## src/rtl/size_class_heap_allocator_assert.svh

```systemverilog
// Assertion macros used by the allocator controller.
`ifndef SIZE_CLASS_HEAP_ALLOCATOR_ASSERT_SVH
`define SIZE_CLASS_HEAP_ALLOCATOR_ASSERT_SVH

// The consequent must hold in the same cycle as the antecedent.
`define SCHA_ASSERT_NOW(label, clk, rst_n, ante, cons) \
  label: assert property (@(posedge clk) disable iff (!rst_n) (ante) |-> (cons)) \
    else $error("allocator check failed");

// The consequent must hold in the cycle after the antecedent.
`define SCHA_ASSERT_NEXT(label, clk, rst_n, ante, cons) \
  label: assert property (@(posedge clk) disable iff (!rst_n) (ante) |=> (cons)) \
    else $error("allocator check failed");

`endif

```

## src/rtl/scha_pkg.sv

```systemverilog
package scha_pkg;

  localparam int ADDR_BITS      = 20;
  localparam int SMALL_CLASSES  = 12;
  localparam int BIG_ROUND_BITS = 16;
  localparam int GRAN_BITS      = 4;

  localparam int GRAN_W    = ADDR_BITS - GRAN_BITS;
  localparam int LINK_W    = GRAN_W + 1;
  localparam int CAPG_W    = GRAN_W + 1;
  localparam int REG_W     = 21;
  localparam int PTR_W     = 20;
  localparam int CMD_W     = 2;
  localparam int STAT_W    = 2;
  localparam int CFG_IDX_W = 3;
  localparam int NEED_W    = REG_W + 1;
  localparam int CAPB_W    = (BIG_ROUND_BITS >= NEED_W) ? BIG_ROUND_BITS + 1 : NEED_W + 1;
  localparam int SUM_W     = CAPB_W + 1;
  localparam int K_W       = $clog2(SMALL_CLASSES);

  localparam logic [SUM_W-1:0] SPACE = SUM_W'(1) << ADDR_BITS;

  localparam logic [CMD_W-1:0] CMD_ALLOC = 2'd0;
  localparam logic [CMD_W-1:0] CMD_FREE  = 2'd1;
  localparam logic [CMD_W-1:0] CMD_QUERY = 2'd2;

  localparam logic [STAT_W-1:0] STAT_OK       = 2'd0;
  localparam logic [STAT_W-1:0] STAT_OOM      = 2'd1;
  localparam logic [STAT_W-1:0] STAT_NOT_HEAP = 2'd2;
  localparam logic [STAT_W-1:0] STAT_NULL     = 2'd3;

  localparam logic [CFG_IDX_W-1:0] REG_R1_START = 3'd0;
  localparam logic [CFG_IDX_W-1:0] REG_R1_END   = 3'd1;
  localparam logic [CFG_IDX_W-1:0] REG_R2_START = 3'd2;
  localparam logic [CFG_IDX_W-1:0] REG_R2_END   = 3'd3;

  localparam logic [REG_W-1:0] R1_START_RST = 21'd4096;
  localparam logic [REG_W-1:0] R1_END_RST   = 21'd524288;
  localparam logic [REG_W-1:0] R2_START_RST = 21'd589824;
  localparam logic [REG_W-1:0] R2_END_RST   = 21'd1048576;

  typedef struct packed {
    logic              valid;
    logic [CAPG_W-1:0] cap_g;
    logic [LINK_W-1:0] next;
  } hdr_t;

  localparam int HDR_W = $bits(hdr_t);

  typedef struct packed {
    logic [REG_W-1:0] r1_start;
    logic [REG_W-1:0] r1_end;
    logic [REG_W-1:0] r2_start;
    logic [REG_W-1:0] r2_end;
  } cfg_t;

  typedef struct packed {
    logic             start_we;
    logic [REG_W-1:0] value;
  } cfg_ld_t;

endpackage

```

## src/rtl/scha_ifs.sv

```systemverilog
interface scha_req_if import scha_pkg::*; ();
  logic             valid;
  logic             ready;
  logic [CMD_W-1:0] cmd;
  logic [REG_W-1:0] request_bytes;
  logic [PTR_W-1:0] block_address;
  modport source (output valid, cmd, request_bytes, block_address, input ready);
  modport sink (input valid, cmd, request_bytes, block_address, output ready);
endinterface

interface scha_rsp_if import scha_pkg::*; ();
  logic              valid;
  logic              ready;
  logic [PTR_W-1:0]  result_address;
  logic [REG_W-1:0]  usable_bytes;
  logic [STAT_W-1:0] status;
  modport source (output valid, result_address, usable_bytes, status, input ready);
  modport sink (input valid, result_address, usable_bytes, status, output ready);
endinterface

```

## src/rtl/scha_ctrl.sv

```systemverilog
`include "size_class_heap_allocator_assert.svh"

module scha_ctrl import scha_pkg::*; (
  input  logic              clk,
  input  logic              rst_n,
  scha_req_if.sink          req,
  scha_rsp_if.source        rsp,
  input  cfg_t              cfg,
  input  cfg_ld_t           cfg_ld,
  output logic              mem_we,
  output logic [GRAN_W-1:0] mem_waddr,
  output hdr_t              mem_wdata,
  output logic [GRAN_W-1:0] mem_raddr,
  input  hdr_t              mem_rdata
);

  typedef enum logic [9:0] {
    S_CLEAR     = 10'b0000000001,
    S_IDLE      = 10'b0000000010,
    S_DECODE    = 10'b0000000100,
    S_POP_EVAL  = 10'b0000001000,
    S_WALK_RD   = 10'b0000010000,
    S_WALK_EVAL = 10'b0000100000,
    S_LINK_FIX  = 10'b0001000000,
    S_BUMP      = 10'b0010000000,
    S_HDR_EVAL  = 10'b0100000000,
    S_DONE      = 10'b1000000000
  } state_t;

  state_t state_r, state_nxt;

  logic [LINK_W-1:0] heads_r [SMALL_CLASSES];
  logic [LINK_W-1:0] heads_nxt [SMALL_CLASSES];
  logic [LINK_W-1:0] big_head_r, big_head_nxt;
  logic [REG_W-1:0]  bump_r, bump_nxt;
  logic              r2_r, r2_nxt;
  logic [GRAN_W-1:0] clr_r, clr_nxt;

  logic [CMD_W-1:0]  cmd_r;
  logic [REG_W-1:0]  req_r;
  logic [PTR_W-1:0]  ptr_r;
  logic [K_W-1:0]    k_r, k_nxt;
  logic [CAPG_W-1:0] cap_g_r, cap_g_nxt;
  logic [CAPB_W-1:0] capb_r, capb_nxt;
  logic [GRAN_W-1:0] g_r, g_nxt;
  logic [LINK_W-1:0] cur_r, cur_nxt;
  logic [GRAN_W-1:0] prev_g_r, prev_g_nxt;
  hdr_t              prev_hdr_r, prev_hdr_nxt;
  logic              prev_ok_r, prev_ok_nxt;
  logic [LINK_W-1:0] steps_r, steps_nxt;

  logic [PTR_W-1:0]  res_addr_r, res_addr_nxt;
  logic [REG_W-1:0]  res_use_r, res_use_nxt;
  logic [STAT_W-1:0] res_stat_r, res_stat_nxt;

  logic              out_valid_r, out_valid_nxt;
  logic [PTR_W-1:0]  out_addr_r;
  logic [REG_W-1:0]  out_use_r;
  logic [STAT_W-1:0] out_stat_r;
  logic              out_load;

  logic              accept;

  // Class of an allocation and its big-block rounding.
  logic [NEED_W-1:0] need;
  logic [K_W-1:0]    k_alloc;
  logic              small_alloc;
  logic [CAPB_W-1:0] round_mask;
  logic [CAPB_W-1:0] big_cap;

  // Class of a block being freed.
  logic [K_W-1:0]    k_free;
  logic              small_free;

  // Bump pointer fit tests.
  logic [SUM_W-1:0]  lim_one, lim_two, lim_cur;
  logic [SUM_W-1:0]  sum_cur, sum_two;
  logic [REG_W-1:0]  r2_base;
  logic              fit_cur, fit_two;
  logic [REG_W-1:0]  grant_a;
  logic              grant_ok;

  assign accept    = req.valid && req.ready;
  assign req.ready = (state_r == S_IDLE);
  assign out_load  = (state_r == S_DONE) && (!out_valid_r || rsp.ready);

  assign rsp.valid          = out_valid_r;
  assign rsp.result_address = out_addr_r;
  assign rsp.usable_bytes   = out_use_r;
  assign rsp.status         = out_stat_r;

  always_comb begin
    need        = NEED_W'(req_r) + NEED_W'(8);
    k_alloc     = '0;
    small_alloc = 1'b0;
    for (int i = SMALL_CLASSES - 1; i >= 0; i--) begin
      if ((64'(16) << i) >= 64'(need)) begin
        k_alloc     = K_W'(i);
        small_alloc = 1'b1;
      end
    end
    round_mask = (CAPB_W'(1) << BIG_ROUND_BITS) - CAPB_W'(1);
    big_cap    = (CAPB_W'(need) + round_mask) & ~round_mask;
  end

  always_comb begin
    k_free = K_W'(SMALL_CLASSES - 1);
    for (int i = SMALL_CLASSES - 2; i >= 0; i--) begin
      if ((64'(1) << i) >= 64'(mem_rdata.cap_g)) begin
        k_free = K_W'(i);
      end
    end
    small_free = 64'(mem_rdata.cap_g) <= (64'(1) << (SMALL_CLASSES - 1));
  end

  always_comb begin
    lim_one  = (SUM_W'(cfg.r1_end) < SPACE) ? SUM_W'(cfg.r1_end) : SPACE;
    lim_two  = (SUM_W'(cfg.r2_end) < SPACE) ? SUM_W'(cfg.r2_end) : SPACE;
    lim_cur  = r2_r ? lim_two : lim_one;
    r2_base  = {cfg.r2_start[REG_W-1:GRAN_BITS], GRAN_BITS'(0)};
    sum_cur  = SUM_W'(bump_r) + SUM_W'(capb_r);
    sum_two  = SUM_W'(r2_base) + SUM_W'(capb_r);
    fit_cur  = sum_cur <= lim_cur;
    fit_two  = sum_two <= lim_two;
    grant_ok = fit_cur || (!r2_r && fit_two);
    grant_a  = fit_cur ? bump_r : r2_base;
  end

  always_comb begin
    state_nxt    = state_r;
    heads_nxt    = heads_r;
    big_head_nxt = big_head_r;
    bump_nxt     = bump_r;
    r2_nxt       = r2_r;
    clr_nxt      = clr_r;
    k_nxt        = k_r;
    cap_g_nxt    = cap_g_r;
    capb_nxt     = capb_r;
    g_nxt        = g_r;
    cur_nxt      = cur_r;
    prev_g_nxt   = prev_g_r;
    prev_hdr_nxt = prev_hdr_r;
    prev_ok_nxt  = prev_ok_r;
    steps_nxt    = steps_r;
    res_addr_nxt = res_addr_r;
    res_use_nxt  = res_use_r;
    res_stat_nxt = res_stat_r;
    mem_we       = 1'b0;
    mem_waddr    = g_r;
    mem_wdata    = '0;
    mem_raddr    = g_r;

    case (state_r)
      S_CLEAR: begin
        mem_we    = 1'b1;
        mem_waddr = clr_r;
        clr_nxt   = clr_r + GRAN_W'(1);
        if (clr_r == '1) begin
          state_nxt = S_IDLE;
        end
      end
      S_IDLE: begin
        if (accept) begin
          state_nxt = S_DECODE;
        end
      end
      S_DECODE: begin
        res_addr_nxt = '0;
        res_use_nxt  = '0;
        res_stat_nxt = STAT_OK;
        state_nxt    = S_DONE;
        if (cmd_r == CMD_ALLOC) begin
          if (small_alloc) begin
            k_nxt     = k_alloc;
            cap_g_nxt = CAPG_W'(1) << k_alloc;
            capb_nxt  = CAPB_W'(16) << k_alloc;
            if (heads_r[k_alloc] != '0) begin
              g_nxt     = GRAN_W'(heads_r[k_alloc] - LINK_W'(1));
              mem_raddr = GRAN_W'(heads_r[k_alloc] - LINK_W'(1));
              state_nxt = S_POP_EVAL;
            end else begin
              state_nxt = S_BUMP;
            end
          end else begin
            capb_nxt    = big_cap;
            cur_nxt     = big_head_r;
            prev_ok_nxt = 1'b0;
            steps_nxt   = '0;
            state_nxt   = S_WALK_RD;
          end
        end else if (cmd_r == CMD_FREE || cmd_r == CMD_QUERY) begin
          if (ptr_r == '0) begin
            res_stat_nxt = STAT_NULL;
          end else if (ptr_r[GRAN_BITS-1:0] != GRAN_BITS'(8)) begin
            res_stat_nxt = STAT_NOT_HEAP;
          end else begin
            g_nxt     = ptr_r[ADDR_BITS-1:GRAN_BITS];
            mem_raddr = ptr_r[ADDR_BITS-1:GRAN_BITS];
            state_nxt = S_HDR_EVAL;
          end
        end
      end
      S_POP_EVAL: begin
        heads_nxt[k_r]  = mem_rdata.next;
        mem_we          = 1'b1;
        mem_wdata.valid = 1'b1;
        mem_wdata.cap_g = cap_g_r;
        mem_wdata.next  = mem_rdata.next;
        res_addr_nxt    = PTR_W'({g_r, GRAN_BITS'(8)});
        res_use_nxt     = REG_W'(capb_r) - REG_W'(8);
        state_nxt       = S_DONE;
      end
      S_WALK_RD: begin
        if (cur_r == '0 || steps_r == LINK_W'(1 << GRAN_W)) begin
          state_nxt = S_BUMP;
        end else begin
          mem_raddr = GRAN_W'(cur_r - LINK_W'(1));
          g_nxt     = GRAN_W'(cur_r - LINK_W'(1));
          state_nxt = S_WALK_EVAL;
        end
      end
      S_WALK_EVAL: begin
        if (CAPB_W'({mem_rdata.cap_g, GRAN_BITS'(0)}) >= capb_r) begin
          res_addr_nxt = PTR_W'({g_r, GRAN_BITS'(8)});
          res_use_nxt  = REG_W'({mem_rdata.cap_g, GRAN_BITS'(0)}) - REG_W'(8);
          cap_g_nxt    = mem_rdata.cap_g;
          mem_we       = 1'b1;
          if (!prev_ok_r) begin
            big_head_nxt    = mem_rdata.next;
            mem_wdata.valid = 1'b1;
            mem_wdata.cap_g = mem_rdata.cap_g;
            mem_wdata.next  = mem_rdata.next;
            state_nxt       = S_DONE;
          end else begin
            // Unlink from the predecessor first, then mark the block taken.
            mem_waddr      = prev_g_r;
            mem_wdata      = prev_hdr_r;
            mem_wdata.next = mem_rdata.next;
            state_nxt      = S_LINK_FIX;
          end
        end else begin
          prev_hdr_nxt = mem_rdata;
          prev_g_nxt   = g_r;
          prev_ok_nxt  = 1'b1;
          cur_nxt      = mem_rdata.next;
          steps_nxt    = steps_r + LINK_W'(1);
          state_nxt    = S_WALK_RD;
        end
      end
      S_LINK_FIX: begin
        mem_we          = 1'b1;
        mem_wdata.valid = 1'b1;
        mem_wdata.cap_g = cap_g_r;
        state_nxt       = S_DONE;
      end
      S_BUMP: begin
        if (!fit_cur && !r2_r) begin
          r2_nxt   = 1'b1;
          bump_nxt = r2_base;
        end
        if (grant_ok) begin
          bump_nxt        = fit_cur ? REG_W'(sum_cur) : REG_W'(sum_two);
          mem_we          = 1'b1;
          mem_waddr       = grant_a[ADDR_BITS-1:GRAN_BITS];
          mem_wdata.valid = 1'b1;
          mem_wdata.cap_g = CAPG_W'(capb_r >> GRAN_BITS);
          res_addr_nxt    = PTR_W'({grant_a[ADDR_BITS-1:GRAN_BITS], GRAN_BITS'(8)});
          res_use_nxt     = REG_W'(capb_r) - REG_W'(8);
          res_stat_nxt    = STAT_OK;
        end else begin
          res_addr_nxt = '0;
          res_use_nxt  = '0;
          res_stat_nxt = STAT_OOM;
        end
        state_nxt = S_DONE;
      end
      S_HDR_EVAL: begin
        if (!mem_rdata.valid) begin
          res_stat_nxt = STAT_NOT_HEAP;
        end else if (cmd_r == CMD_QUERY) begin
          res_use_nxt = REG_W'({mem_rdata.cap_g, GRAN_BITS'(0)}) - REG_W'(8);
        end else begin
          mem_we          = 1'b1;
          mem_wdata.valid = 1'b0;
          mem_wdata.cap_g = mem_rdata.cap_g;
          if (small_free) begin
            mem_wdata.next    = heads_r[k_free];
            heads_nxt[k_free] = LINK_W'(g_r) + LINK_W'(1);
          end else begin
            mem_wdata.next = big_head_r;
            big_head_nxt   = LINK_W'(g_r) + LINK_W'(1);
          end
        end
        state_nxt = S_DONE;
      end
      S_DONE: begin
        if (out_load) begin
          state_nxt = S_IDLE;
        end
      end
      default: begin
        state_nxt = S_IDLE;
      end
    endcase

    // A start write reloads the pointer only before anything was bumped.
    if (cfg_ld.start_we && !r2_r &&
        bump_r == {cfg.r1_start[REG_W-1:GRAN_BITS], GRAN_BITS'(0)}) begin
      bump_nxt = {cfg_ld.value[REG_W-1:GRAN_BITS], GRAN_BITS'(0)};
    end
  end

  always_comb begin
    out_valid_nxt = out_valid_r;
    if (rsp.ready) begin
      out_valid_nxt = 1'b0;
    end
    if (out_load) begin
      out_valid_nxt = 1'b1;
    end
  end

  always_ff @(posedge clk) begin
    if (!rst_n) begin
      state_r     <= S_CLEAR;
      clr_r       <= '0;
      big_head_r  <= '0;
      bump_r      <= {R1_START_RST[REG_W-1:GRAN_BITS], GRAN_BITS'(0)};
      r2_r        <= 1'b0;
      out_valid_r <= 1'b0;
      for (int i = 0; i < SMALL_CLASSES; i++) begin
        heads_r[i] <= '0;
      end
    end else begin
      state_r     <= state_nxt;
      clr_r       <= clr_nxt;
      big_head_r  <= big_head_nxt;
      bump_r      <= bump_nxt;
      r2_r        <= r2_nxt;
      out_valid_r <= out_valid_nxt;
      heads_r     <= heads_nxt;
    end
  end

  always_ff @(posedge clk) begin
    if (accept) begin
      cmd_r <= req.cmd;
      req_r <= req.request_bytes;
      ptr_r <= req.block_address;
    end
    if (out_load) begin
      out_addr_r <= res_addr_r;
      out_use_r  <= res_use_r;
      out_stat_r <= res_stat_r;
    end
    k_r        <= k_nxt;
    cap_g_r    <= cap_g_nxt;
    capb_r     <= capb_nxt;
    g_r        <= g_nxt;
    cur_r      <= cur_nxt;
    prev_g_r   <= prev_g_nxt;
    prev_hdr_r <= prev_hdr_nxt;
    prev_ok_r  <= prev_ok_nxt;
    steps_r    <= steps_nxt;
    res_addr_r <= res_addr_nxt;
    res_use_r  <= res_use_nxt;
    res_stat_r <= res_stat_nxt;
  end

  `SCHA_ASSERT_NEXT(a_accept_leaves_idle, clk, rst_n, accept, state_r == S_DECODE)
  `SCHA_ASSERT_NEXT(a_region_two_sticks, clk, rst_n, r2_r, r2_r)
  `SCHA_ASSERT_NOW(a_walk_bounded, clk, rst_n, state_r == S_WALK_EVAL,
                   steps_r < LINK_W'(1 << GRAN_W))
  `SCHA_ASSERT_NOW(a_no_request_in_clear, clk, rst_n, state_r == S_CLEAR,
                   !req.ready && mem_we)

endmodule

```

## src/flat_wrapper.sv

```systemverilog
// flat-port wrapper written by rule: the top's interface ports become plain ports
module scha_ctrl_flat import scha_pkg::*;
  (clk, rst_n, cfg, cfg_ld, mem_we, mem_waddr, mem_wdata, mem_raddr, mem_rdata, req_valid, req_cmd, req_request_bytes, req_block_address, req_ready, rsp_valid, rsp_result_address, rsp_usable_bytes, rsp_status, rsp_ready);
  scha_req_if req_i ();
  scha_rsp_if rsp_i ();
  input  logic clk;
  input  logic rst_n;
  input  cfg_t cfg;
  input  cfg_ld_t cfg_ld;
  output logic mem_we;
  output logic [GRAN_W-1:0] mem_waddr;
  output hdr_t mem_wdata;
  output logic [GRAN_W-1:0] mem_raddr;
  input  hdr_t mem_rdata;
  input wire logic [$bits(req_i.valid)-1:0] req_valid;
  input wire logic [$bits(req_i.cmd)-1:0] req_cmd;
  input wire logic [$bits(req_i.request_bytes)-1:0] req_request_bytes;
  input wire logic [$bits(req_i.block_address)-1:0] req_block_address;
  output wire logic [$bits(req_i.ready)-1:0] req_ready;
  output wire logic [$bits(rsp_i.valid)-1:0] rsp_valid;
  output wire logic [$bits(rsp_i.result_address)-1:0] rsp_result_address;
  output wire logic [$bits(rsp_i.usable_bytes)-1:0] rsp_usable_bytes;
  output wire logic [$bits(rsp_i.status)-1:0] rsp_status;
  input wire logic [$bits(rsp_i.ready)-1:0] rsp_ready;
  assign req_i.valid = req_valid;
  assign req_i.cmd = req_cmd;
  assign req_i.request_bytes = req_request_bytes;
  assign req_i.block_address = req_block_address;
  assign req_ready = req_i.ready;
  assign rsp_valid = rsp_i.valid;
  assign rsp_result_address = rsp_i.result_address;
  assign rsp_usable_bytes = rsp_i.usable_bytes;
  assign rsp_status = rsp_i.status;
  assign rsp_i.ready = rsp_ready;
  scha_ctrl u_core (.clk(clk), .rst_n(rst_n), .req(req_i), .rsp(rsp_i), .cfg(cfg), .cfg_ld(cfg_ld), .mem_we(mem_we), .mem_waddr(mem_waddr), .mem_wdata(mem_wdata), .mem_raddr(mem_raddr), .mem_rdata(mem_rdata));
endmodule
```

## config.mk

```make
export PLATFORM = sky130hd
export DESIGN_NAME = scha_ctrl_flat
export DESIGN_NICKNAME = d
export VERILOG_FILES = /design/src/rtl/scha_pkg.sv /design/src/rtl/scha_ifs.sv /design/src/rtl/scha_ctrl.sv /design/src/flat_wrapper.sv
export VERILOG_INCLUDE_DIRS = /design/src /design/src/rtl
export SDC_FILE = /design/constraint.sdc
export NUM_CORES = 2
export LEC_CHECK = 0
export BUFFER_PORTS_ARGS = -buffer_cell sky130_fd_sc_hd__buf_2
export CELL_PAD_IN_SITES_DETAIL_PLACEMENT = 0
export CELL_PAD_IN_SITES_GLOBAL_PLACEMENT = 2
export CORE_MARGIN = 2
export CORE_UTILIZATION = 33
export CTS_BUF_LIST = sky130_fd_sc_hd__clkbuf_8 sky130_fd_sc_hd__clkbuf_16
export CTS_CLUSTER_SIZE = 14
export DETAILED_ROUTE_END_ITERATION = 10
export MAX_ROUTING_LAYER = met4
export PLACE_DENSITY_LB_ADDON = 0.08
export SLEW_MARGIN = 10
export SYNTH_ARGS = -nofsm -noshare
export SYNTH_HDL_FRONTEND = slang
export SYNTH_SLANG_ARGS = --single-unit
```

## constraint.sdc

```tcl
create_clock -name clk -period 5.8 [get_ports clk]
set_clock_uncertainty 0.1 [all_clocks]
set_input_delay 0.29 -clock clk [delete_from_list [all_inputs] [get_ports clk]]
set_output_delay 0.29 -clock clk [all_outputs]
set_load 0.1 [all_outputs]
```

==> metrics.md <==
| Metric | Value |
|---|---|
| Max cap viols | 0 |
| Worst R2R Path Depth | 30 |
| Initial antenna violation count | 0 |
| Crit path kind | reg -> out |
| Slew HR | approximately 22% |
| Die W | 318.0 microns |
| Most common cell after layout, fill and taps aside | nand2_1 |
| Worst-margin pin slew | 1160 ps |
| Worst setup SP type | register |
| Final hold slack | approximately 25 ps |
| Worst Setup End Kind | output port |
| Pin count of the biggest net entering global routing | around 140 |
| Port buffer count | 282 |
| Drt first pass iters | 6 |
| Synth-to-Final Area Change | 39.89% |
| Detailed placement HPWL | about 120000 microns |
| Top post-synthesis cells by area | edfxtp_1 21%, dfxtp_1 17%, nand2_1 6.7%, a21oi_1 3.9%, o22ai_1 3.8% |
| IO Pins | about 300 |
| Skew-Pair Late Insertion Delay | 640 ps |
| Root Buffer | clkbuf_16 |
| Max-slew violation count | 0 |
| Row count | ~120 |
| Most frequent cell on the critical path | a21oi_2 |
| GRT Total Usage | 32.07% |
| Most frequent cells in the layout | 569 x nand2_1, 462 x buf_4, 306 x nor2_1 |
| Status | finished with violations |
| Seq/Total Area, Yosys | 38.21% |
| Req. time, crit path | between 5000 and 6000 ps |
| Place WS | -602.3 ps |
| CTS Sinks | 508 |
| GR Layer Usage met2 | 51.95% |
| WP data arrival | roughly 6200 ps |
| Layout cell share with drive strength beyond 1 | around 29% |
| Initial DRC count | about 3100 |
| Lkg Pwr | roughly 17 nW |
| Yosys cell types | 104 |
| Syn. warnings | 0 |
| Fillers | 9531 |
| GR Util met3 | 3.541% |
| Post-Synthesis Cells | a little under 4000 |
| HP Class | in -> reg |
| Vias in the first global route | 33230 |
| DR DRC count | 0 |
| Post-route antenna net violation count | 0 |
| FMAX | 0.1526 GHz |
| RSZ-0062 raised after global routing | yes |
| Failing checks | setup timing |
| Final Cycle Share | 113.0% |
| Top cell type's share of synthesized area | a little over a fifth |
| Ys flop type | dfxtp_1 |
| Post-synth EDFFs | 226 |
| Final-report hold violation count | 0 |
| Clock transition at the registers of the reported paths | ~60 ps |
| Worst path depth | 28 |
| Critical-path top delay cell | edfxtp_1 |
| Cts bufs inserted | between 60 and 70 |
| Fin nets | 4846 |
| Clk buf depth | 3 |
| CP top delay family | compound AO/OA/AOI/OAI gates |
| Final Wtd Congestion | about 0.95 |
| Final setup viols | 51 |
| Async SR Flop Fraction | 0% |
| First-pass GRT wire length | 233900 microns |
| Grt total ovfl | 0 |
| Yosys top cell by area | edfxtp_1 |
| Initial Utilization | 33.20% |
| Mapped Area | 32530 sq um |
| Syn_area_per_cell | approximately 8.4 sq um |
| Die footprint | between 100000 and 150000 sq um |
| Seq cells post-synth | approximately 510 |
| Setup ws final | -754.1 ps |
| CP max FO | 4 |
| Bufs and invs on worst path | 3 |
| Hold Path Cell Cnt | 3 |
| H-tree level count | 3 |
| TritonCTS clock tree | built |
| DR vias/cell | 5.816 |
| Core Box Area | 97990 sq um |
| WL per Instance | 27.64 microns |
| Met1 Usage GRT | 40.85% |
| Fin crit period | 6554 ps |
| Chip height | 318.0 microns |
| Antenna Cells | 0 |
| Via count | 34290 |
| Power per cell area | roughly 190 nW/um^2 |
| Maximum VDD drop | 0.1823 mV |
| Critical path's largest stage delay | 450 ps |
| Top Usage Layer GRT | met2 |
| DRT Wirelength | about 160000 microns |
==> worst reg2reg max path, delay by kind of cell, from the launching register on <==
| family | cells | cell delay [ps] |
|---|---|---|
| compound gates | 17 | 2870 |
| simple gates | 5 | 890 |
| buf+inv | 5 | 670 |
| fa+ha+maj | 2 | 570 |
| flops | 1 | 450 |
| xor+xnor | 1 | 150 |
==> per-stage QoR <==
step                cell area (sq um)  cells  util, %  total power, mW  setup TNS (ps)
floorplan                       33230   3856        -            4.347           -5157
global placement                39430   5557    40.24            4.705          -22780
detailed placement              39430   5557    40.24            4.704          -29930
CTS                             44580   5859    45.50            8.903          -32020
global route                    45510   5896    46.44            9.109          -50390
finish                          45510   5896    46.44            8.851          -29530
==> metal layers <==
layer  routed length (microns)  part of all wire, %
met5                         0                    0
met4                      7308                  4.5
met3                      8673                  5.3
met2                     77110                   47
met1                     69850                   43
==> state kept, by name (all words and copies together), names as in the netlist, 2 cells and up <==
signal / flops
u_core.res_stat_r: 2
u_core.g_r: 16
u_core.cur_r: 17
u_core.prev_g_r: 16
u_core.rsp.status: 2
u_core.res_use_r: 18
u_core.state_r: 10
u_core.k_r: 4
u_core.bump_r: 17
u_core.rsp.result_address: 17
u_core.rsp.usable_bytes: 18
u_core.heads_r: 204
u_core.req_r: 21
u_core.clr_r: 16
u_core.capb_r: 19
u_core.steps_r: 17
u_core.ptr_r: 20
u_core.prev_hdr_r: 18
u_core.cmd_r: 2
u_core.big_head_r: 17
u_core.cap_g_r: 17
u_core.res_addr_r: 17
==> cell families after synthesis <==
| logic type | count (synthesis) | share of synthesized area, % |
|---|---|---|
| adder cells (fa/ha/maj) | 101 | 3.931 |
| other | 1 | 0.01153 |
| buffers and inverters | 390 | 4.900 |
| flip-flops | 508 | 38.21 |
| multiplexers | 150 | 4.850 |
| AND/OR/NAND/NOR | 1363 | 19.28 |
| AO/OA/AOI/OAI | 1177 | 24.51 |
| XOR/XNOR | 160 | 4.308 |
==> cell usage after synthesis (13+ instances only) <==
library cell / instances
a211oi_1: 29
a21o_1: 43
a21oi_1: 252
a221o_1: 33
a22o_1: 21
a22oi_1: 28
a311oi_1: 21
a31oi_1: 28
a32oi_1: 23
and2_1: 20
and3_1: 39
buf_1: 13
buf_2: 23
clkbuf_1: 259
dfxtp_1: 282
edfxtp_1: 226
ha_1: 99
inv_1: 74
mux2_2: 61
mux2i_1: 89
nand2_1: 581
nand2b_1: 17
nand3_1: 98
nand4_1: 55
nor2_1: 318
nor2b_1: 17
nor3_1: 70
nor4_1: 33
o2111ai_1: 15
o211a_1: 17
o211ai_1: 29
o21a_1: 15
o21ai_0: 179
o21ai_1: 17
o21bai_1: 16
o221ai_1: 79
o22ai_1: 200
o31a_1: 16
o31ai_1: 19
or2_2: 25
or3_1: 24
xnor2_1: 100
xor2_1: 60
==> report_power, final <==
group | internal, mW | switching (mW) | total [mW]
combinational | 0.395 | 0.610 | 1.00
clock | 2.33 | 1.77 | 4.10
sequential | 3.73 | 0.0177 | 3.75
==> final timing paths <==
kind,slack (ps),startpoint,to
setup / recovery,-750,u_core.capb_r[5]$_SDFFCE_PP0P_,mem_waddr[8]
hold / removal,30,rsp_ready,u_core.rsp.valid$_SDFFE_PN0P_
setup reg to reg,40,u_core.capb_r[5]$_SDFFCE_PP0P_,u_core.bump_r[15]$_SDFFE_PN0P_
hold reg to reg,320,u_core.res_stat_r[1]$_DFFE_PP_,u_core.rsp.status[1]$_DFFE_PP_
==> cell type report <==
class                           instances  area [sq um]  share of cell area [%]
Inverter                               78         310.3                  0.6818
Tap cell                             1287          1610                   3.538
Clock inverter                         46         319.1                  0.7011
Multi-Input combinational cell       2959         20610                   45.28
Timing Repair Buffer                  943          8432                   18.53
Clock buffer                           75          1798                   3.951
Sequential cell                       508         12430                   27.32
==> repair_timing <==
action                                  4_1_cts  5_1_grt
gates resized for setup                     272      148
cloned                                        9        1
setup buffers                                81       45
pin swaps                                   140      106
hold endpoints to repair                     97        1
endpoints found under the setup margin      101      121
hold buffers                                 99        1
(Power assumes the default switching activity.)
